### config.mk
export PLATFORM = sky130hd
export DESIGN_NAME = xypf_lane
export DESIGN_NICKNAME = d
export VERILOG_FILES = /design/src/hdl/xypf_pkg.sv /design/src/hdl/xypf_lane.sv
export SDC_FILE = /design/constraint.sdc
export NUM_CORES = 2
export LEC_CHECK = 0
export CORE_MARGIN = 1
export CORE_UTILIZATION = 60
export DETAILED_ROUTE_END_ITERATION = 7
export DONT_BUFFER_PORTS = 1
export PLACE_DENSITY_LB_ADDON = 0.05
export SETUP_SLACK_MARGIN = 0.02
export SLEW_MARGIN = 20
export SYNTH_ARGS = -nofsm -noshare
export SYNTH_HDL_FRONTEND = slang
export SYNTH_SLANG_ARGS = --single-unit
### constraint.sdc
create_clock -name clk_i -period 11.75 [get_ports clk_i]
set_clock_uncertainty 0.1 [all_clocks]
set_input_delay 2.35 -clock clk_i [delete_from_list [all_inputs] [get_ports clk_i]]
set_output_delay 2.35 -clock clk_i [all_outputs]
set_load 0.005 [all_outputs]
### src/hdl/xypf_pkg.sv
package xypf_pkg;

  localparam int unsigned DATA_W     = 16;
  localparam int unsigned ERR_W      = DATA_W + 1;
  localparam int unsigned DIFF_W     = DATA_W + 2;
  localparam int unsigned GAIN_W     = 16;
  localparam int unsigned RATE_W     = 10;
  localparam int unsigned GAIN_FRAC  = 12;
  localparam int unsigned PER_FRAC   = 16;
  localparam int unsigned SUM_W      = 32;
  localparam int unsigned DER_W      = DIFF_W + RATE_W;
  localparam int unsigned MUL_A_W    = SUM_W;
  localparam int unsigned MUL_B_W    = GAIN_W + 1;
  localparam int unsigned PROD_W     = MUL_A_W + MUL_B_W;
  localparam int unsigned ACC_W      = 40;
  localparam int unsigned CFG_IDX_W  = 3;
  localparam int unsigned IN_W       = 8 * DATA_W;
  localparam int unsigned OUT_W      = 3 * DATA_W;

  // register indexes of the configuration port
  localparam logic [CFG_IDX_W-1:0] REG_PROP    = 3'd0;
  localparam logic [CFG_IDX_W-1:0] REG_INTEG   = 3'd1;
  localparam logic [CFG_IDX_W-1:0] REG_DERIV   = 3'd2;
  localparam logic [CFG_IDX_W-1:0] REG_HEADING = 3'd3;
  localparam logic [CFG_IDX_W-1:0] REG_RATE    = 3'd4;
  localparam logic [CFG_IDX_W-1:0] REG_PERIOD  = 3'd5;

  typedef enum logic [8:0] {
    ST_IDLE  = 9'b000000001,
    ST_ERR   = 9'b000000010,
    ST_DIFF  = 9'b000000100,
    ST_PROP  = 9'b000001000,
    ST_DERIV = 9'b000010000,
    ST_INTEG = 9'b000100000,
    ST_INCR  = 9'b001000000,
    ST_UPD   = 9'b010000000,
    ST_DONE  = 9'b100000000
  } state_e;

  typedef struct packed {
    state_e st;
    logic   load;
    logic   first;
  } ctl_t;

  typedef struct packed {
    logic [GAIN_W-1:0] kp;
    logic [GAIN_W-1:0] ki;
    logic [GAIN_W-1:0] kd;
    logic [GAIN_W-1:0] period;
    logic [RATE_W-1:0] rate;
  } gain_t;

  function automatic logic signed [DATA_W-1:0] sat_data(input logic signed [ACC_W-1:0] v);
    logic signed [ACC_W-1:0] hi;
    logic signed [ACC_W-1:0] lo;
    hi = ACC_W'(signed'({1'b0, {(DATA_W-1){1'b1}}}));
    lo = ACC_W'(signed'({1'b1, {(DATA_W-1){1'b0}}}));
    if (v > hi) return hi[DATA_W-1:0];
    else if (v < lo) return lo[DATA_W-1:0];
    else return v[DATA_W-1:0];
  endfunction

  function automatic logic signed [SUM_W-1:0] sat_sum(input logic signed [SUM_W:0] v);
    if (v[SUM_W] != v[SUM_W-1]) return {v[SUM_W], {(SUM_W-1){~v[SUM_W]}}};
    else return v[SUM_W-1:0];
  endfunction

endpackage

### src/hdl/xypf_lane.sv
module xypf_lane (
  input  logic                                clk_i,
  input  logic                                rst_ni,
  input  xypf_pkg::ctl_t                      ctl_i,
  input  xypf_pkg::gain_t                     gain_i,
  input  logic signed [xypf_pkg::DATA_W-1:0]  meas_i,
  input  logic signed [xypf_pkg::DATA_W-1:0]  tgt_i,
  input  logic signed [xypf_pkg::DATA_W-1:0]  ff_i,
  output logic signed [xypf_pkg::ACC_W-1:0]   res_o
);

  logic signed [xypf_pkg::DATA_W-1:0]  meas_q, tgt_q, ff_q;
  logic signed [xypf_pkg::ERR_W-1:0]   err_q, prev_q, err_new;
  logic signed [xypf_pkg::DIFF_W-1:0]  diff;
  logic signed [xypf_pkg::SUM_W-1:0]   sum_q;
  logic signed [xypf_pkg::SUM_W:0]     sum_ext;
  logic signed [xypf_pkg::DER_W-1:0]   der_q;
  logic signed [xypf_pkg::ACC_W-1:0]   acc_q, acc_d, term;
  logic signed [xypf_pkg::MUL_A_W-1:0] mul_a;
  logic signed [xypf_pkg::MUL_B_W-1:0] mul_b;
  logic signed [xypf_pkg::PROD_W-1:0]  prod, prod_q;

  assign err_new = xypf_pkg::ERR_W'(tgt_q) - xypf_pkg::ERR_W'(meas_q);
  assign diff    = xypf_pkg::DIFF_W'(err_q) - xypf_pkg::DIFF_W'(prev_q);
  assign term    = xypf_pkg::ACC_W'(prod_q >>> xypf_pkg::GAIN_FRAC);
  assign sum_ext = (xypf_pkg::SUM_W+1)'(sum_q)
                 + (xypf_pkg::SUM_W+1)'(prod_q >>> xypf_pkg::PER_FRAC);

  // one shared multiplier, operands picked by sequencer step
  always_comb begin
    mul_a = '0;
    mul_b = '0;
    unique case (ctl_i.st)
      xypf_pkg::ST_DIFF: begin
        mul_a = xypf_pkg::MUL_A_W'(diff);
        mul_b = signed'({7'd0, gain_i.rate});
      end
      xypf_pkg::ST_PROP: begin
        mul_a = xypf_pkg::MUL_A_W'(err_q);
        mul_b = signed'({1'b0, gain_i.kp});
      end
      xypf_pkg::ST_DERIV: begin
        mul_a = xypf_pkg::MUL_A_W'(der_q);
        mul_b = signed'({1'b0, gain_i.kd});
      end
      xypf_pkg::ST_INTEG: begin
        mul_a = sum_q;
        mul_b = signed'({1'b0, gain_i.ki});
      end
      xypf_pkg::ST_INCR: begin
        mul_a = xypf_pkg::MUL_A_W'(err_q);
        mul_b = signed'({1'b0, gain_i.period});
      end
      default: begin
        mul_a = '0;
        mul_b = '0;
      end
    endcase
  end

  assign prod = xypf_pkg::PROD_W'(mul_a) * xypf_pkg::PROD_W'(mul_b);

  always_comb begin
    acc_d = acc_q;
    unique case (ctl_i.st)
      xypf_pkg::ST_PROP:  acc_d = xypf_pkg::ACC_W'(ff_q);
      xypf_pkg::ST_DERIV: acc_d = acc_q + term;
      xypf_pkg::ST_INTEG: acc_d = acc_q + term;
      xypf_pkg::ST_INCR:  acc_d = acc_q + term;
      default:            acc_d = acc_q;
    endcase
  end

  // payload
  always_ff @(posedge clk_i) begin
    if (ctl_i.load) begin
      meas_q <= meas_i;
      tgt_q  <= tgt_i;
      ff_q   <= ff_i;
    end
    if (ctl_i.st == xypf_pkg::ST_ERR) err_q <= err_new;
    if (ctl_i.st == xypf_pkg::ST_PROP) der_q <= prod_q[xypf_pkg::DER_W-1:0];
    prod_q <= prod;
    acc_q  <= acc_d;
  end

  // loop state
  always_ff @(posedge clk_i or negedge rst_ni) begin
    if (!rst_ni) begin
      prev_q <= '0;
      sum_q  <= '0;
    end else begin
      if (ctl_i.st == xypf_pkg::ST_ERR && ctl_i.first) begin
        prev_q <= err_new;
        sum_q  <= '0;
      end else if (ctl_i.st == xypf_pkg::ST_UPD) begin
        prev_q <= err_q;
        sum_q  <= xypf_pkg::sat_sum(sum_ext);
      end
    end
  end

  assign res_o = acc_q;

endmodule

; ---- Yosys cells after proc, flatten, opt, wreduce, memory -nomap -nowiden
; Cells that the tools add are included.
[op_classes]
bitwise = 1
mul = 1
n_addsub = 4
n_mux = 8
n_reduce_logical = 5
eq_ne = 8
[ops]
columns = cell, count
row1 = $pmux 32 s4, 1
row2 = $mux 32, 3
row3 = $pmux 16 s5, 1
row4 = $pmux 40 s2, 1
row5 = $mul 32x17->49, 1
row6 = $add 40x37->40, 1
row7 = $mux 17, 2
row8 = $add 32x33->33, 1
row9 = $sub 17x17->18, 1
row10 = $sub 16x16->17, 1
row11 = $eq 9x2->1 const B, 1
row12 = $eq 9x3->1 const B, 1
row13 = $eq 9x4->1 const B, 1
row14 = $eq 9x5->1 const B, 1
row15 = $eq 9x6->1 const B, 1
row16 = $eq 9x7->1 const B, 1
row17 = $eq 9x8->1 const B, 1
row18 = $reduce_bool 2->1, 2
row19 = $reduce_or 3->1, 1
row20 = $reduce_or 2->1, 1
row21 = $logic_and 1x1->1, 1
row22 = $ne 1x1->1, 1
row23 = $not 1->1, 1
[totals]
word_cells = 36
reg_bits = 231
inputBits = 135
out_inout_bits = 40

; ---- Logic depth before layout (Yosys ltp)
[depth]
ltp_word = 5
ltp_mapped = 37
depth_no_buf = 35

; ---- Worst setup path after synthesis
; OpenSTA, ideal clock, no wires.
[synth_timing]
path_kind = in2reg
start = in ctl_i[10] (netlist name)
end = reg prod_q[47] (netlist name)
arrival_ns = 10.579
t_required_ns = 11.527
n_path_buf = 2
setup_time_ns = 0.123
path_stages = 30
setup_slack_ns = 0.948
path_cell_list = nor2_1 > nor4b_1 > nand2_1 > nor3b_2 > clkbuf_1 > a22oi_1 > nand2_1 > a221o_1 > clkbuf_1 > nand2_1 > fa_1 > fa_1 > fa_1 > inv_1 > fa_1 > fa_1 > inv_1 > fa_1 > inv_1 > ha_1 > a21o_1 > a211oi_1 > nor3_1 > o311ai_0 > a2111oi_0 > o2111ai_1 > nand2_1 > a21oi_1 > o31ai_1 > xnor2_1
[synth_via]
elab_chain_len = 4
word_cells_on_any_way = 9
cone_classes = 1 x mul / 5 x eq/ne / 2 x mux / 1 x reduce/logical
[synth_rtl]
columns = element, line
row1 = "start, declared", xypf_lane.sv:4  ; input xypf_pkg::ctl_t ctl_i,
row2 = $eq 9x4->1 or $eq 9x7->1 (tied branches), xypf_lane.sv:33  ; unique case (ctl_i.st)
row3 = $reduce_or 2->1 (no line), --
row4 = $pmux 32 s4, xypf_lane.sv:33
row5 = $mul 32x17->49 *, xypf_lane.sv:61  ; assign prod = xypf_pkg::PROD_W'(mul_a) * xypf_pkg::PROD_W'(mul_b);
row6 = "via prod, one bit", xypf_lane.sv:21  ; logic signed [xypf_pkg::PROD_W-1:0] prod, prod_q;
row7 = "end signal, assigned", xypf_lane.sv:83  ; prod_q <= prod;
row8 = "end, declared", xypf_lane.sv:21
; The timed path passes the listed nets; every way through them passes the cells marked *.
; A chain may end at the register's enable or synchronous reset.

; ---- Final worst setup path
; Ends and elaborated chain as after synthesis.

==> reports/metrics.cfg <==
[outcome]
status = complete, no violations

[power]
vdd_ir_drop_max_uv = 163
leakagePower_nw = 16.0
power_w = 0.00175
power_density_nw_per_um2 = 52.6

[clocking]
h-tree-depth = 1
clock_latency_ns = 0.53
clkTransAtPathRegs_ns = 0.07
cts_root_buf = clkbuf_16
cts_tree = yes
numClockSinks = 231
postCtsSetupBuffers = 0
cts_buffer_depth = 3
cts_made_buffers = 23

[floorplan]
row_count = 83
ios = 175
coreArea_um2 = 51700
dieHeight_um = 232
die_w_um = 232
start_util = 0.612
dieArea_um2 = 53700

[setup_path]
worstSetupEndpointType = flip-flop
crit_fanout = 11
cp.arrival_ns = 11.46
start_kind = input pin
crit_path_start = ctl_i[10]
r2r_start = err_q[0]
r2r_slack_ns = 1.79
endpoint = prod_q[47]
r2r_cells = 33
cp_data_required_time_ns = 12.11
reg2reg_to = prod_q[47]
worst-setup-path-type = input pin to flip-flop

[drt]
via_count = 24700
via_per_inst = 6.00
post_drt_wl_per_cell_um = 21.8
drtPass1Iterations = 7
drt-initial-drc-count = 2215
finalWirelength_mm = 89.7
drc = 0
ant_nets = 0

[cells_and_area]
drive_above_1_share = 0.0379
final_net_count = 4263
multiInputGateArea_um2 = 22400
most-common-layout-cells = inv_1, fa_1, nand2_1
nFillCells = 4361
register_area_um2 = 6200
area_growth_pct = 4.84
final_common_cell = inv_1

[logic_synthesis]
synthDistinctLibCells = 83
syn_area_um2 = 31600
synth-main-ff-cell = edfxtp_1
seq_area_frac_synth = 0.196
async_reset_ff_frac = 0.212
yosys_register_bits = 231
syn-num-nets = 4334
synth-warning-count = 0
synthCells = 3485
synth.avg_cell_area_um2 = 9.08
synth_edf_count = 133

[timing]
finalHoldViolCount = 0
finalSetupViolations = 0
drv_slew = 0
worst_hold_slack_ns = 0.306
finalCriticalPeriod_ns = 11.10
period_share = 0.945
worst_pin_slew_ns = 1.15
layout_setup_ws_ns = 0.646
setup-tns-final_ns = 0
slew_headroom = 0.231
fmax_mhz = 90.1
rsz0062_at_grt = false

[placement]
portBuffers = 0
place_ws_ns = 0.200
gp_congestion = 0.998
place_hpwl_mm = 73.1

[worst_hold_path]
hold_class = flip-flop to flip-flop

[grt]
grt_max_degree = 56
grt_pass1_wl_mm = 143
grt_pass1_vias = 25600
antenna_found_initial = 1
grt_usage = 0.348
grt_remaining_overflow = 0

[flow_run]
drv_cap = 0

[cells in the mapped netlist (21+ instances only)]
| cell | n | area share |
|---|---|---|
| a31oi_1 | 27 | 0.0053 |
| ha_1 | 221 | 0.087 |
| nand2b_1 | 34 | 0.0067 |
| xnor2_1 | 85 | 0.024 |
| dfxtp_1 | 49 | 0.031 |
| nand2_1 | 379 | 0.045 |
| edfxtp_1 | 133 | 0.13 |
| and3_1 | 32 | 0.0063 |
| nor2_1 | 301 | 0.036 |
| a221o_1 | 44 | 0.014 |
| fa_1 | 493 | 0.31 |
| a21oi_1 | 159 | 0.025 |
| a21o_1 | 83 | 0.020 |
| a22oi_1 | 38 | 0.0090 |
| o21ai_0 | 113 | 0.018 |
| nand3_1 | 51 | 0.0081 |
| clkbuf_1 | 132 | 0.016 |
| nor3_1 | 21 | 0.0033 |
| inv_1 | 674 | 0.080 |
| xor2_1 | 48 | 0.013 |
| nor2b_1 | 37 | 0.0073 |
| dfrtp_1 | 49 | 0.039 |
[per-stage QoR]
stage	cell area [µm²]	cells	utilization
after floorplan	31600	3485	-
after global placement	32400	4067	0.626
after detailed placement	32400	4069	0.627
after CTS	33200	4111	0.641
after global routing	33200	4111	0.641
final	33200	4113	0.641
[power breakdown]
| part | internal [W] | leakage [nW] | switching, W |
|---|---|---|---|
| clock | 0.000413 | 0.367 | 0.000318 |
| sequential | 0.000882 | 2.38 | 0.00000733 |
| combinational | 0.0000505 | 13.2 | 0.0000750 |
| total | 0.00135 | 16.0 | 0.000400 |
[cell families after synthesis]
kind of cell,share of synthesized area
XOR/XNOR,0.0368
AO/OA/AOI/OAI,0.136
flip-flops,0.196
adder cells (fa/ha/maj),0.399
buffers and inverters,0.0989
AND/OR/NAND/NOR,0.132
multiplexers,0.00103
[layer usage]
metal | GRT usage | up-vias | part of all wire
li1 | - | 11100 | -
met1 | 0.496 | 12200 | 0.42
met2 | 0.532 | 1186 | 0.44
met3 | 0.0784 | 168 | 0.11
met4 | 0.104 | 0 | 0.032
met5 | 0 | - | 0
[layout make-up]
class | count | area share
antenna | 2 | 0.000151
multi-input combinational | 2430 | 0.675
sequential | 231 | 0.187
tap | 680 | 0.0257
clock buffer | 29 | 0.0193
clock inverter | 13 | 0.00351
timing repair buffer | 54 | 0.0128
inverter | 674 | 0.0763
[critical path, cell delays in order]
cell and delay, ns:
nor2_1 0.11, nor4b_1 0.41, nand2_1 0.21, nor3b_2 0.62, a22oi_1 0.14, nand2_1 0.17, a221o_1 0.73, nand2_1 0.17
fa_1 0.53, fa_1 0.55, inv_1 0.06, fa_1 0.51, inv_1 0.06, fa_1 0.49, fa_1 0.49, inv_1 0.05
fa_1 0.50, ha_1 0.39, a2111oi_0 0.14, o31ai_1 0.81, o21ai_0 0.30, a2111oi_1 0.76, o2111ai_1 0.16, nand2_1 0.17
a21oi_1 0.13, o31ai_1 0.26, xnor2_1 0.16
[state kept, by name, summed over array words and instances (netlist names)]
signal	count
meas_q	16
der_q	28
prod_q	49
prev_q	17
ff_q	16
tgt_q	16
err_q	17
res_o	40
sum_q	32
[worst min-delay path by stage]
stage                    start        end  slack, ns  depth (start not counted)
floorplan            prod_q[0]   der_q[0]       0.29                          0
global placement     prod_q[5]   der_q[5]       0.29                          0
detailed placement   prod_q[1]   der_q[1]       0.29                          0
CTS                  prod_q[3]   der_q[3]       0.31                          0
global route        prod_q[10]  der_q[10]       0.31                          0
finish               prod_q[0]   der_q[0]       0.31                          0
[what timing repair did]
action,4_1_cts,5_1_grt
endpoints found under the setup margin,0,1
hold buffers,0,0
gates resized for setup,0,1
Note: power is estimated with default switching activity, not from simulation.
