`src/hdl/xypf_pkg.sv`:
```
package xypf_pkg;

  localparam int unsigned DATA_W     = 16;
  localparam int unsigned ERR_W      = DATA_W + 1;
  localparam int unsigned DIFF_W     = DATA_W + 2;
  localparam int unsigned GAIN_W     = 16;
  localparam int unsigned RATE_W     = 10;
  localparam int unsigned GAIN_FRAC  = 12;
  localparam int unsigned PER_FRAC   = 16;
  localparam int unsigned SUM_W      = 32;
  localparam int unsigned DER_W      = DIFF_W + RATE_W;
  localparam int unsigned MUL_A_W    = SUM_W;
  localparam int unsigned MUL_B_W    = GAIN_W + 1;
  localparam int unsigned PROD_W     = MUL_A_W + MUL_B_W;
  localparam int unsigned ACC_W      = 40;
  localparam int unsigned CFG_IDX_W  = 3;
  localparam int unsigned IN_W       = 8 * DATA_W;
  localparam int unsigned OUT_W      = 3 * DATA_W;

  // register indexes of the configuration port
  localparam logic [CFG_IDX_W-1:0] REG_PROP    = 3'd0;
  localparam logic [CFG_IDX_W-1:0] REG_INTEG   = 3'd1;
  localparam logic [CFG_IDX_W-1:0] REG_DERIV   = 3'd2;
  localparam logic [CFG_IDX_W-1:0] REG_HEADING = 3'd3;
  localparam logic [CFG_IDX_W-1:0] REG_RATE    = 3'd4;
  localparam logic [CFG_IDX_W-1:0] REG_PERIOD  = 3'd5;

  typedef enum logic [8:0] {
    ST_IDLE  = 9'b000000001,
    ST_ERR   = 9'b000000010,
    ST_DIFF  = 9'b000000100,
    ST_PROP  = 9'b000001000,
    ST_DERIV = 9'b000010000,
    ST_INTEG = 9'b000100000,
    ST_INCR  = 9'b001000000,
    ST_UPD   = 9'b010000000,
    ST_DONE  = 9'b100000000
  } state_e;

  typedef struct packed {
    state_e st;
    logic   load;
    logic   first;
  } ctl_t;

  typedef struct packed {
    logic [GAIN_W-1:0] kp;
    logic [GAIN_W-1:0] ki;
    logic [GAIN_W-1:0] kd;
    logic [GAIN_W-1:0] period;
    logic [RATE_W-1:0] rate;
  } gain_t;

  function automatic logic signed [DATA_W-1:0] sat_data(input logic signed [ACC_W-1:0] v);
    logic signed [ACC_W-1:0] hi;
    logic signed [ACC_W-1:0] lo;
    hi = ACC_W'(signed'({1'b0, {(DATA_W-1){1'b1}}}));
    lo = ACC_W'(signed'({1'b1, {(DATA_W-1){1'b0}}}));
    if (v > hi) return hi[DATA_W-1:0];
    else if (v < lo) return lo[DATA_W-1:0];
    else return v[DATA_W-1:0];
  endfunction

  function automatic logic signed [SUM_W-1:0] sat_sum(input logic signed [SUM_W:0] v);
    if (v[SUM_W] != v[SUM_W-1]) return {v[SUM_W], {(SUM_W-1){~v[SUM_W]}}};
    else return v[SUM_W-1:0];
  endfunction

endpackage

```
`src/hdl/xypf_merge.sv`:
```
module xypf_merge (
  input  logic                               clk_i,
  input  logic                               rst_ni,
  input  logic                               load_i,
  input  logic signed [xypf_pkg::ACC_W-1:0]  res_x_i,
  input  logic signed [xypf_pkg::ACC_W-1:0]  res_y_i,
  input  logic signed [xypf_pkg::ACC_W-1:0]  res_yaw_i,
  output logic                               free_o,
  output logic                               m_axis_tvalid_o,
  input  logic                               m_axis_tready_i,
  output logic [xypf_pkg::OUT_W-1:0]         m_axis_tdata_o
);

  logic                        valid_q;
  logic [xypf_pkg::OUT_W-1:0]  data_q;

  assign free_o = !valid_q || m_axis_tready_i;

  always_ff @(posedge clk_i or negedge rst_ni) begin
    if (!rst_ni) begin
      valid_q <= 1'b0;
    end else if (load_i) begin
      valid_q <= 1'b1;
    end else if (m_axis_tready_i) begin
      valid_q <= 1'b0;
    end
  end

  // yaw lane yields +P, the command is its negation
  always_ff @(posedge clk_i) begin
    if (load_i) begin
      data_q <= {xypf_pkg::sat_data(-res_yaw_i),
                 xypf_pkg::sat_data(res_y_i),
                 xypf_pkg::sat_data(res_x_i)};
    end
  end

  assign m_axis_tvalid_o = valid_q;
  assign m_axis_tdata_o  = data_q;

endmodule

```
`config.mk`:
```
export PLATFORM = sky130hd
export DESIGN_NAME = xypf_merge
export DESIGN_NICKNAME = d
export VERILOG_FILES = /design/src/hdl/xypf_pkg.sv /design/src/hdl/xypf_merge.sv
export SDC_FILE = /design/constraint.sdc
export NUM_CORES = 1
export LEC_CHECK = 0
export ABC_AREA = 1
export BUFFER_PORTS_ARGS = -buffer_cell sky130_fd_sc_hd__buf_4
export CAP_MARGIN = 20
export CELL_PAD_IN_SITES_DETAIL_PLACEMENT = 1
export CELL_PAD_IN_SITES_GLOBAL_PLACEMENT = 1
export CORE_ASPECT_RATIO = 0.7
export CORE_MARGIN = 3
export CORE_UTILIZATION = 32
export DETAILED_ROUTE_END_ITERATION = 10
export PLACE_DENSITY = 0.81
export SETUP_SLACK_MARGIN = 0.3
export SLEW_MARGIN = 0
export SYNTH_ARGS = -nofsm -noshare
export SYNTH_HDL_FRONTEND = slang
export SYNTH_SLANG_ARGS = --single-unit
```
`constraint.sdc`:
```
create_clock -name clk_i -period 0.8 [get_ports clk_i]
set_input_delay 0.16 -clock clk_i [delete_from_list [all_inputs] [get_ports clk_i]]
set_output_delay 0.16 -clock clk_i [all_outputs]
set_load 0.05 [all_outputs]
```
==> impl_results.md, run 1 <==
* Ports at ~170
* Error msg: [ERROR DPL-0033] detailed placement checks failed during check placement.
* Most numerous cell in the Yosys netlist: nand2_1
* Synth Register Bits at between 40 and 50
* H-tree levels at 2
* Status: did not finish
* Die Y at ~95 µm
* Failed at: 5_1_grt
* TritonCTS buffer count at 5
* Synth warn at 0
* Detail Placement HPWL at about 15 mm
* Largest net degree at the start of global routing at 18
* Primary FF master, synth: edfxtp_1
* # clock sinks at 49
* Pre-CTS setup slack at -1.65 ns
* Clk buf depth at 2
* Worst-path endpoint category: register input
* PortBufs at 173
* Synth Area per Inst at roughly 6.9 µm²
* Initial antenna violation count at 0
* Asr flop ratio synth at between 2 and 2.5%
* Final Wtd Congestion at 0.885
* Post-GRT worst EP: m_axis_tdata_o[41]$_SDFFCE_PN1P_/D
* Mapped cell area at approximately 3700 µm²
* Syn_nets at between 600 and 700
* Post-synthesis sequential area ratio at roughly 40%
* Rows at 31
* Yosys top cell area share at approximately 39%
* Root Buffer: clkbuf_16
* Initial Util at between 30% and 40%
* Post-synth top cells: nand2_1, nor2_1, inv_1
* Post-synth EDFFs at 48
* Yosys top cell by area: edfxtp_1
* Synth cell types at 28
* Synth Instances at approximately 530
* Synth top area cells: edfxtp_1, nand2_1, nor2_1
* Die X at ~130 µm
-- what timing repair did --
action	4_1_cts
endpoints found under the setup margin	127
buffers inserted	11
hold endpoints to repair	1
cloned	4
hold buffers	1
gates resized for setup	196
pin swaps	65
-- cells by family after synthesis --
| family | Yosys count | share of synthesized area (%) |
|---|---|---|
| xor gates and xnor gates | 17 | 4.08 |
| DFF | 49 | 40.2 |
| AOI/OAI and AO/OA | 14 | 2.33 |
| buffers and inverters | 76 | 8.22 |
| and+or+nand+nor | 372 | 44.9 |
| adders and majority gates | 1 | 0.343 |
-- metrics by stage --
stage                     hold WS [ns]  utilization [%]  std cells  cell area (µm²)
after floorplan                 -0.136                -        529             3830
after global placement         -0.0646             56.4        944             6050
after detailed placement       -0.0534             56.4        944             6050
after CTS                        0.139             65.6        968             7050
==> run 2, diff against run 1 <==
--- a/config.mk
+++ b/config.mk
@@ -8,14 +8,10 @@
 export ABC_AREA = 1
 export BUFFER_PORTS_ARGS = -buffer_cell sky130_fd_sc_hd__buf_4
 export CAP_MARGIN = 20
-export CELL_PAD_IN_SITES_DETAIL_PLACEMENT = 1
-export CELL_PAD_IN_SITES_GLOBAL_PLACEMENT = 1
-export CORE_ASPECT_RATIO = 0.7
 export CORE_MARGIN = 3
-export CORE_UTILIZATION = 32
+export CORE_UTILIZATION = 40
 export DETAILED_ROUTE_END_ITERATION = 10
-export PLACE_DENSITY = 0.81
-export SETUP_SLACK_MARGIN = 0.3
+export PLACE_DENSITY_LB_ADDON = 0.15
 export SLEW_MARGIN = 0
 export SYNTH_ARGS = -nofsm -noshare
 export SYNTH_HDL_FRONTEND = slang
==> run 2 against run 1 <==
  * The flow now finishes, with violations (negative setup slack)
  * Synthesized cell count unchanged
  * Area after synthesis did not move
==> impl_results.md, run 2 <==
* Synth warn at 0 (unchanged)
* Worst Tran Pin Value at between 0.3 and 0.4 ns
* Detail Placement HPWL at 11.1 mm (was 14.7 mm)
* Routed wire length at between 15 and 20 mm
* Finished Layout Cells at about 900
* Final Hold Viols at 0
* Yosys top cell area share at 39.5% (unchanged)
* Simple-Gate Fraction of Synth Area at 44.9% (unchanged)
* Crit path launch type: input port
* Die Area at between 10000 and 15000 µm²
* Compound-Gate Fraction of Synth Area at 2.33% (unchanged)
* Dpl cells at 898 (was 944)
* Synth cell types at 28 (unchanged)
* Root Buffer: clkbuf_8 (was clkbuf_16)
* Synth Register Bits at 49 (unchanged)
* Ports at 174 (unchanged)
* Final Max Slew Viols at 0
* CTS tree: yes
* Most frequent cells in the layout: buf_4, nand2_1, nand2_2
* PortBufs at 173 (unchanged)
* Final Power at between 8 and 9 mW
* Flop-to-flop setup slack at around 0.060 ns
* Layout cells sized above 1 at around 58%
* Via-per-instance ratio at ~5.2
* Commonest non-fill, non-tap cell in the layout: buf_4
* Synth Instances at 529 (unchanged)
* Tot GR Track Use at between 20% and 30%
* Diode count at 0
* Final Wtd Congestion at 0.988 (was 0.885)
* Critical path class: in2reg
* Max-cap violation count at 0
* Vias in the first global route at between 4000 and 5000
* RSZ-0062 raised after global routing: yes
* Area growth syn-to-layout at 93.9%
* Syn_nets at 654 (unchanged)
* Post-synthesis mux area share at 0% (unchanged)
* Grt ovf at 0
* Largest net degree at the start of global routing at 19
* Design area at roughly 7100 µm²
* Worst slew margin at between 70% and 80%
* Asr flop ratio synth at 2.04% (unchanged)
* Cell Chain, Critical Path: buf_4 -> nor2_2 -> nand2_1 -> nor2_2 -> nand2_1 -> o21bai_1 -> nand2_1 -> nor2_1 -> and2_0 -> nand3_1 -> nor2_1 -> nand2_2 -> nand2_4 -> nand2_2
* Hold_ws at about 0.14 ns
* Post-layout util at between 80 and 90%
* Synth top area cells: edfxtp_1, nand2_1, nor2_1 (unchanged)
* Skew final at 0 ns
* Pre-Repair DR Iteration Count at 5
* Max VDD drop at between 0.9 and 1 mV
* Final min period at between 1.5 and 2 ns
* Fin crit share at 239%
* TNS Setup at -41.78 ns
* Fillcell total at just under 600
* Primary FF master, synth: edfxtp_1 (unchanged)
* DR WL/cell at 17.4 µm
* PwrDens at 1160 nW/µm²
* Clk buf depth at 2 (unchanged)
* Pre-CTS setup slack at -1.49 ns (was -1.65 ns)
* Routed vias at approximately 4900
* Crit path max fanout at 8
* Most numerous cell in the Yosys netlist: nand2_1 (unchanged)
* Worst path slowest cell: o21bai_1
* CP max stage delay at 0.18 ns
* Adder-cell share of the synthesized area at 0.343% (unchanged)
* Post-synth EDFFs at 48 (unchanged)
* Synth Area per Inst at 6.90 µm² (unchanged)
* Die Y at 102 µm (was 95.4 µm)
* Mapped cell area at 3650 µm² (unchanged)
* Post-synthesis sequential area ratio at 40.2% (unchanged)
* First-pass GRT wire length at 23.1 mm
* DRT iter0 DRCs at between 200 and 250
* Clk_lat worst skew at between 0.2 and 0.3 ns
* Crit path capture type: flip-flop
* XOR/XNOR share of the synthesized area at 4.08% (unchanged)
* Die X at 102 µm (was 134 µm)
* Most used cell, CP: nand2_1
* Largest family of logic cells by synthesized area: simple AND/OR/NAND/NOR gates (unchanged)
* Clock Pin Slew Worst Setup and Hold Paths at about 0.090 ns
* Setup slack after layout at -1.11 ns
* Fin nets at 944
* TritonCTS buffer count at 5 (unchanged)
* DRC viols at 0
* Yosys top cell by area: edfxtp_1 (unchanged)
* Initial antenna violation count at 0
* Final setup viols at between 90 and 100
* Static leakage at roughly 3.3 nW
* Core area at 8810 µm²
* H-tree levels at 2 (unchanged)
* Status: complete, but fails checks (was did not finish)
* Critical path arrival at ~2 ns
* Critical Path RT at 0.85 ns
* Post-Place Cell Area at 5970 µm² (was 6050 µm²)
* Post-detailed-route count of antenna-violating nets at 0
* Initial Util at 41.5% (was 34.0%)
* Largest register FFs at 48
* Maximum clock frequency at 0.524 GHz
* HP Class: in2reg
* Failing checks: negative setup slack
* # clock sinks at 49 (unchanged)
* Rows at 34 (was 31)
* Post-synth top cells: nand2_1, nor2_1, inv_1 (unchanged)
## run 2: metal layers
layer | up-vias | track usage (%) | wire [µm]
met5 | - | 0 | 0
met4 | 0 | 13.2 | 838
met3 | 62 | 2.62 | 1010
met2 | 247 | 52.8 | 8330
met1 | 2269 | 33.3 | 5960
li1 | 2274 | - | -
## run 2: kinds of logic after synthesis
| logic type | after synthesis |
|---|---|
| simple gates | 372 |
| buf+inv | 76 |
| flops | 49 |
| xor+xnor | 17 |
| compound gates | 14 |
| fa+ha+maj | 1 |
## run 2: worst paths after layout
kind / to / start / depth (start not counted)
max: m_axis_tdata_o[37] / res_yaw_i[13] / 14
min: m_axis_tdata_o[8] / res_x_i[8] / 3
max reg2reg: m_axis_tvalid_o / m_axis_tvalid_o / 3
min reg2reg: m_axis_tvalid_o / m_axis_tvalid_o / 3
max in group asynchronous: m_axis_tvalid_o / rst_ni / 2
min in group asynchronous: m_axis_tvalid_o / rst_ni / 2
## run 2: critical path, delay by kind of cell
kind	cells	cell delay [ns]
AO/OA/AOI/OAI	1	0.18
buffers and inverters	1	0.14
AND/OR/NAND/NOR	12	1.48
## run 2: area by class of cell
| cell class | instances | area (µm²) | share of cell area (%) |
|---|---|---|---|
| Sequential cell | 49 | 1470 | 20.7 |
| Inverter | 68 | 262 | 3.69 |
| Clock inverter | 2 | 35.0 | 0.495 |
| Multi-Input combinational cell | 406 | 2610 | 36.9 |
| Timing Repair Buffer | 289 | 2500 | 35.4 |
| Clock buffer | 5 | 68.8 | 0.972 |
| Tap cell | 108 | 135 | 1.91 |
## run 2: repair_timing
| item | 4_1_cts | 5_1_grt |
|---|---|---|
| pin swaps | 49 | 62 |
| gates resized for setup | 134 | 121 |
| setup buffers | 14 | 5 |
| hold buffers | 1 | 0 |
| hold endpoints to repair | 1 | 0 |
| endpoints found under the setup margin | 96 | 96 |
| gates cloned | 4 | 0 |
## run 2: report_power, final
group	internal (mW)	total, mW	leakage, nW	switching [mW]
Sequential	3.07	3.19	0.483	0.119
Combinational	1.41	3.30	2.72	1.89
Clock	0.910	1.71	0.0540	0.796
(Power assumes the default switching activity.)
==> run 3, diff against run 2 <==
==> constraint.sdc (replaced) <==
create_clock -name clk_i -period 2.2 [get_ports clk_i]
set_input_delay 0.44 -clock clk_i [delete_from_list [all_inputs] [get_ports clk_i]]
set_output_delay 0.44 -clock clk_i [all_outputs]
set_load 0.05 [all_outputs]
==> run 3 against run 2 <==
  * Critical path type unchanged
  * Critical path depth rose by 4
  * Count of clock-buffer cells in the layout rose by 1
  * Utilization fell by 11 points
  * Sequential share of layout area rose by 3.4 points
  * Sequential cell count did not move
  * Power fell by 66%
  * Wire length fell by 20%
  * Die area did not move
  * Final cell count fell by 4.1%
  * The flow now finishes without violations
  * Register-to-register slack improved by 1.5 ns
==> impl_results.md, run 3 (synthesis results as in run 2) <==
* Hold endpoint: m_axis_tdata_o[31] (was m_axis_tdata_o[8])
* # clock sinks at 49 (unchanged)
* Max VDD drop at 0.249 mV (was 0.906 mV)
* Crit path capture type: flip-flop (unchanged)
* Die Area at 10300 µm² (unchanged)
* Final setup viols at 0 (was 96)
* FF-to-FF End: m_axis_tvalid_o (unchanged)
* FF-to-FF path depth at 2 (was 3)
* Core area at 8810 µm² (unchanged)
* Routed wire length at 12.9 mm (was 16.1 mm)
* Most frequent cells in the layout: buf_4, nand2_1, inv_1 (was buf_4, nand2_1, nand2_2)
* Commonest non-fill, non-tap cell in the layout: buf_4 (unchanged)
* DRT iter0 DRCs at 182 (was 208)
* Die Y at 102 µm (unchanged)
* Fillcell total at 780 (was 592)
* Detail Placement HPWL at 10.4 mm (was 11.1 mm)
* HP Class: in2reg (unchanged)
* Final Wtd Congestion at 0.969 (was 0.988)
* Clk_lat worst skew at 0.30 ns (was 0.29 ns)
* Fin nets at 905 (was 944)
* Max-cap violation count at 0 (unchanged)
* Critical R2R Launch: m_axis_tvalid_o (unchanged)
* Via-per-instance ratio at 4.95 (was 5.23)
* Worst path slowest cell: nor2_4 (was o21bai_1)
* Flop-to-flop setup slack at 1.57 ns (was 0.06 ns)
* Static leakage at 2.88 nW (was 3.26 nW)
* Fin crit share at 96.0%
* Routed vias at 4402 (was 4852)
* Maximum clock frequency at ~0.47 GHz
* Design area at 6090 µm² (was 7080 µm²)
* Post-layout util at 69.2% (was 80.4%)
* H-tree levels at 2 (unchanged)
* Layout cells sized above 1 at 45.5% (was 58.2%)
* Ports at 174 (unchanged)
* Root Buffer: clkbuf_8 (unchanged)
* Most used cell, CP: nand2_1 (unchanged)
* Crit path launch type: input port (unchanged)
* CTS tree: yes (unchanged)
* TritonCTS buffer count at 5 (unchanged)
* Critical path arrival at 2.28 ns (was 1.96 ns)
* Grt ovf at 0 (unchanged)
* Die X at 102 µm (unchanged)
* CP max stage delay at 0.16 ns (was 0.18 ns)
* Final Hold Viols at 0 (unchanged)
* First-pass GRT wire length at 19.0 mm (was 23.1 mm)
* Largest register FFs at 48 (unchanged)
* Critical hold path startpoint: res_y_i[39] (was res_x_i[8])
* PwrDens at 458 nW/µm² (was 1160 nW/µm²)
* Initial antenna violation count at 0 (unchanged)
* Area growth syn-to-layout at 66.8% (was 93.9%)
* Final min period at between 2 and 2.5 ns
* Post-detailed-route count of antenna-violating nets at 0 (unchanged)
* Worst path buffer plus inverter count at 3 (was 1)
* Critical path class: in2reg (unchanged)
* PortBufs at 173 (unchanged)
* CP top delay family: simple AND/OR/NAND/NOR gates (unchanged)
* Largest net degree at the start of global routing at 50 (was 19)
* Crit path max fanout at 8 (unchanged)
* Diode count at 0 (unchanged)
* DR WL/cell at 14.5 µm (was 17.4 µm)
* Worst slew margin at 59.6% (was 73.4%)
* DRC viols at 0 (unchanged)
* Rows at 34 (unchanged)
* Initial Util at 41.5% (unchanged)
* Worst Tran Pin Value at 0.605 ns (was 0.398 ns)
* Critical Path RT at 2.36 ns (was 0.85 ns)
* Clock Pin Slew Worst Setup and Hold Paths at 0.08 ns (was 0.09 ns)
* Cell Chain, Critical Path: buf_4 -> nor2_4 -> buf_6 -> nand2_4 -> nor2_4 -> nand2_4 -> nor2_4 -> buf_6 -> nand2_1 -> nand2_1 -> nand2_1 -> nor2_1 -> nand3_1 -> nor2_1 -> nand2_2 -> nand2_8 -> nand2_2 -> nand2_1 (was buf_4 -> nor2_2 -> nand2_1 -> nor2_2 -> nand2_1 -> o21bai_1 -> nand2_1 -> nor2_1 -> and2_0 -> nand3_1 -> nor2_1 -> nand2_2 -> nand2_4 -> nand2_2)
* Pre-Repair DR Iteration Count at 4 (was 5)
* Final Max Slew Viols at 0 (unchanged)
* Clk buf depth at 2 (unchanged)
* Tot GR Track Use at 23.2% (was 28.6%)
* Skew final at 0 ns (unchanged)
* Hold depth at 1 (was 3)
* Post-Place Cell Area at 5580 µm² (was 5970 µm²)
* Status: finished, final reports clean (was complete, but fails checks)
* Vias in the first global route at 4086 (was 4735)
* CP Depth at 18 (was 14)
## run 3: changes by cell type in the layout (fill, tap and decap cells not counted), moves of 11 or more
| cell | change |
|---|---|
| buf_4 | +30 |
| buf_6 | -62 |
| nand2_1 | +48 |
| nand2_2 | -41 |
| nor2_1 | +15 |
| nor2_4 | -11 |
## run 3: worst register-to-register path, delay by kind of cell, from the launching register on
kind,cells,cell delay [ns]
DFF,1,0.39
and+or+nand+nor,2,0.14
## run 3: timing repair
item	CTS	global route
hold buffers	1	0
cloned	1	1
gates resized for setup	12	87
pin swaps	4	25
setup buffers	2	6
endpoints found under the hold margin	1	0
endpoints found under the setup margin	15	15
## run 3: worst max-delay path by stage
stage	start	endpoint	slack [ns]
after floorplan	res_yaw_i[0]	m_axis_tdata_o[32]	0.03
after global placement	res_yaw_i[6]	m_axis_tdata_o[43]	-0.40
after detailed placement	res_yaw_i[1]	m_axis_tdata_o[33]	-0.42
after CTS	res_yaw_i[1]	m_axis_tdata_o[33]	0.005
after global routing	res_yaw_i[1]	m_axis_tdata_o[33]	-0.02
final	res_yaw_i[4]	m_axis_tdata_o[33]	0.09
## run 3: power by group
group	leakage (nW)	switching, mW	total, mW	internal (mW)
clock network	0.0574	0.291	0.660	0.370
registers	0.484	0.0253	1.14	1.12
logic	2.34	0.603	0.989	0.387
## run 3: layout make-up
cell class | count | area [µm²] | area share, %
Tap cell | 108 | 135 | 2.22
Clock inverter | 2 | 37.5 | 0.616
Timing Repair Buffer | 250 | 1910 | 31.4
Sequential cell | 49 | 1470 | 24.1
Clock buffer | 6 | 82.6 | 1.36
Multi-Input combinational cell | 406 | 2200 | 36.1
Inverter | 68 | 260 | 4.27
## run 3: routing by layer
metal | wire length (µm) | up-vias | GRT usage (%) | part of all wire, %
met2 | 6500 | 174 | 42.1 | 50
met1 | 5320 | 2021 | 28.7 | 41
li1 | - | 2188 | - | -
met5 | 0 | - | 0 | 0
met3 | 803 | 19 | 3.37 | 6.2
met4 | 253 | 0 | 6.54 | 2.0
## run 3: stage by stage
stage / worst slack, ns / power (mW) / hold slack (ns) / std cells / TNS, ns
finish: 0.0878 / 2.79 / 0.354 / 889 / 0
global route: -0.0184 / 2.90 / 0.337 / 889 / -0.0946
CTS: 0.00462 / 2.75 / 0.345 / 882 / 0
detailed placement: -0.422 / 2.10 / 0.219 / 870 / -6.03
global placement: -0.399 / 2.08 / 0.215 / 870 / -6.06
floorplan: 0.0291 / 1.63 / 0.144 / 529 / 0
==> run 4, diff against run 3 <==
--- a/config.mk
+++ b/config.mk
@@ -8,8 +8,9 @@
 export ABC_AREA = 1
 export BUFFER_PORTS_ARGS = -buffer_cell sky130_fd_sc_hd__buf_4
 export CAP_MARGIN = 20
-export CORE_MARGIN = 3
-export CORE_UTILIZATION = 40
+export CELL_PAD_IN_SITES_DETAIL_PLACEMENT = 1
+export CELL_PAD_IN_SITES_GLOBAL_PLACEMENT = 1
+export CORE_UTILIZATION = 34
 export DETAILED_ROUTE_END_ITERATION = 10
 export PLACE_DENSITY_LB_ADDON = 0.15
 export SLEW_MARGIN = 0
==> run 4 against run 3 <==
  * First-iteration DRC count increased by 51%
  * Sequential power hardly changed
  * Register-to-register slack barely moved
  * Wire length up 40%
  * Final area grew 6.2%
  * Power is 1.6% lower
  * Via count up 9.5%
  * Count of clock-buffer cells in the layout is 1 higher
  * The flow now finishes with violations (negative setup slack)
  * Clock skew did not move
==> impl_results.md, run 4 (synthesis results as in run 2) <==
* Die Area at 11200 µm² (was 10300 µm²)
* CTS tree: yes (unchanged)
* Clk buf depth at 2 (unchanged)
* Rows at 37 (was 34)
* DRT iter0 DRCs at 274 (was 182)
* Largest net degree at the start of global routing at 50 (unchanged)
* Max-cap violation count at 0 (unchanged)
* Pre-Repair DR Iteration Count at 4 (unchanged)
* Area growth syn-to-layout at 77.1% (was 66.8%)
* Largest register FFs at 48 (unchanged)
* Crit path launch type: input port (unchanged)
* PwrDens at 424 nW/µm² (was 458 nW/µm²)
* PortBufs at 173 (unchanged)
* DR WL/cell at 19.1 µm (was 14.5 µm)
* Maximum clock frequency at 0.431 GHz (was 0.473 GHz)
* Fin crit share at 105% (was 96.0%)
* Clock Pin Slew Worst Setup and Hold Paths at 0.09 ns (was 0.08 ns)
* Failing checks: negative setup slack
* Status: complete, but fails checks (was finished, final reports clean)
* Crit path max fanout at 8 (unchanged)
* Core area at 10400 µm² (was 8810 µm²)
* Die X at 106 µm (was 102 µm)
* Finished Layout Cells at 944 (was 889)
* Tot GR Track Use at 27.4% (was 23.2%)
* First-pass GRT wire length at 23.9 mm (was 19.0 mm)
* Die Y at 106 µm (was 102 µm)
* Static leakage at 3.02 nW (was 2.88 nW)
* H-tree levels at 2 (unchanged)
* Via-per-instance ratio at 5.10 (was 4.95)
* Final Power at 2.75 mW (was 2.79 mW)
* Post-detailed-route count of antenna-violating nets at 0 (unchanged)
* Critical path class: in2reg (unchanged)
* Worst Tran Pin Value at 0.633 ns (was 0.605 ns)
* TritonCTS buffer count at 5 (unchanged)
* Max VDD drop at 0.337 mV (was 0.249 mV)
* Final Wtd Congestion at 0.927 (was 0.969)
* Fillcell total at 1326 (was 780)
* Ports at 174 (unchanged)
* Routed vias at 4819 (was 4402)
* Layout cells sized above 1 at 50.2% (was 45.5%)
* Fin nets at 932 (was 905)
* Skew final at 0 ns (unchanged)
* Setup slack after layout at -0.119 ns (was 0.0878 ns)
* RSZ-0062 raised after global routing: yes
* Detail Placement HPWL at 12.4 mm (was 10.4 mm)
* Worst slew margin at 57.8% (was 59.6%)
* Final Hold Viols at 0 (unchanged)
* Final setup viols at 15 (was 0)
* HP Class: in2reg (unchanged)
* Final Max Slew Viols at 0 (unchanged)
* # clock sinks at 49 (unchanged)
* Pre-CTS setup slack at -0.565 ns (was -0.422 ns)
* Diode count at 0 (unchanged)
* Final min period at 2.32 ns (was 2.11 ns)
* Crit path capture type: flip-flop (unchanged)
* Critical path arrival at 2.49 ns (was 2.28 ns)
* Routed wire length at 18.1 mm (was 12.9 mm)
* DRC viols at 0 (unchanged)
* Clk_lat worst skew at 0.30 ns (about the same)
* Grt ovf at 0 (unchanged)
* Vias in the first global route at 4862 (was 4086)
* Most frequent cells in the layout: buf_4, nand2_1, inv_1 (unchanged)
* Commonest non-fill, non-tap cell in the layout: buf_4 (unchanged)
* Initial antenna violation count at 0 (unchanged)
* TNS Setup at -1.22 ns (was 0 ns)
* Root Buffer: clkbuf_8 (unchanged)
* Post-Place Cell Area at 5780 µm² (was 5580 µm²)
* Initial Util at 35.2% (was 41.5%)
* Critical Path RT at 2.37 ns (was 2.36 ns)
* Design area at 6470 µm² (was 6090 µm²)
* Dpl cells at 921 (was 870)
run 4: per-stage QoR:
| stage | hold WS (ns) | util, % |
|---|---|---|
| finish | 0.329 | 62.4 |
| global route | 0.314 | 62.4 |
| CTS | 0.324 | 57.8 |
| detailed placement | 0.217 | 55.7 |
| global placement | 0.216 | 55.7 |
| floorplan | 0.144 | - |
run 4: critical path, stage by stage:
cell and delay [ns]:
buf_4 0.13, nor2_4 0.13, buf_4 0.13, nand2_2 0.08, nor2_2 0.15, nand2_2 0.14
buf_4 0.16, o21ai_1 0.12, nand2_1 0.09, nor2_1 0.16, nand3_1 0.13, nor2_2 0.15
nand2_2 0.13, nand2_4 0.15, nand2_2 0.07, nand2_1 0.11
run 4: final timing paths:
| kind | cells past startpoint | slack (ns) | end | start |
|---|---|---|---|---|
| worst min-delay path | 1 | 0.33 | m_axis_tdata_o[31] | res_y_i[39] |
| max in group asynchronous | 2 | 1.66 | m_axis_tvalid_o | rst_ni |
| worst max register to register | 2 | 1.56 | m_axis_tvalid_o | m_axis_tvalid_o |
| min in group asynchronous | 2 | 0.46 | m_axis_tvalid_o | rst_ni |
| worst min register to register | 2 | 0.53 | m_axis_tvalid_o | m_axis_tvalid_o |
| worst max-delay path | 16 | -0.12 | m_axis_tdata_o[41] | res_yaw_i[12] |
run 4: metal layers:
layer / share of wire (%) / track usage [%] / routed length, µm
met1: 37 / 30.1 / 6730
met3: 4.5 / 3.34 / 819
met5: 0 / 0 / 0
met4: 5.2 / 10.0 / 935
met2: 53 / 53.4 / 9560
run 4: power breakdown:
group          leakage (nW)  switching, mW  internal, mW
Clock                0.0422          0.303         0.224
Combinational          2.49          0.666         0.411
Sequential            0.484         0.0251          1.12
run 4: area by class of cell:
| class | instances | area, µm² | area share [%] |
|---|---|---|---|
| Tap cell | 136 | 170 | 2.63 |
| Clock inverter | 1 | 5.00 | 0.0774 |
| Multi-Input combinational cell | 406 | 2380 | 36.8 |
| Inverter | 68 | 258 | 3.99 |
| Timing Repair Buffer | 277 | 2110 | 32.6 |
| Sequential cell | 49 | 1470 | 22.7 |
| Clock buffer | 7 | 76.3 | 1.18 |
run 4: what timing repair did:
item,CTS,global route
endpoints found under the hold margin,1,0
endpoints found under the setup margin,15,16
pin swaps,5,59
gates cloned,2,0
setup buffers,2,11
resized for setup,31,112
hold buffers,1,0
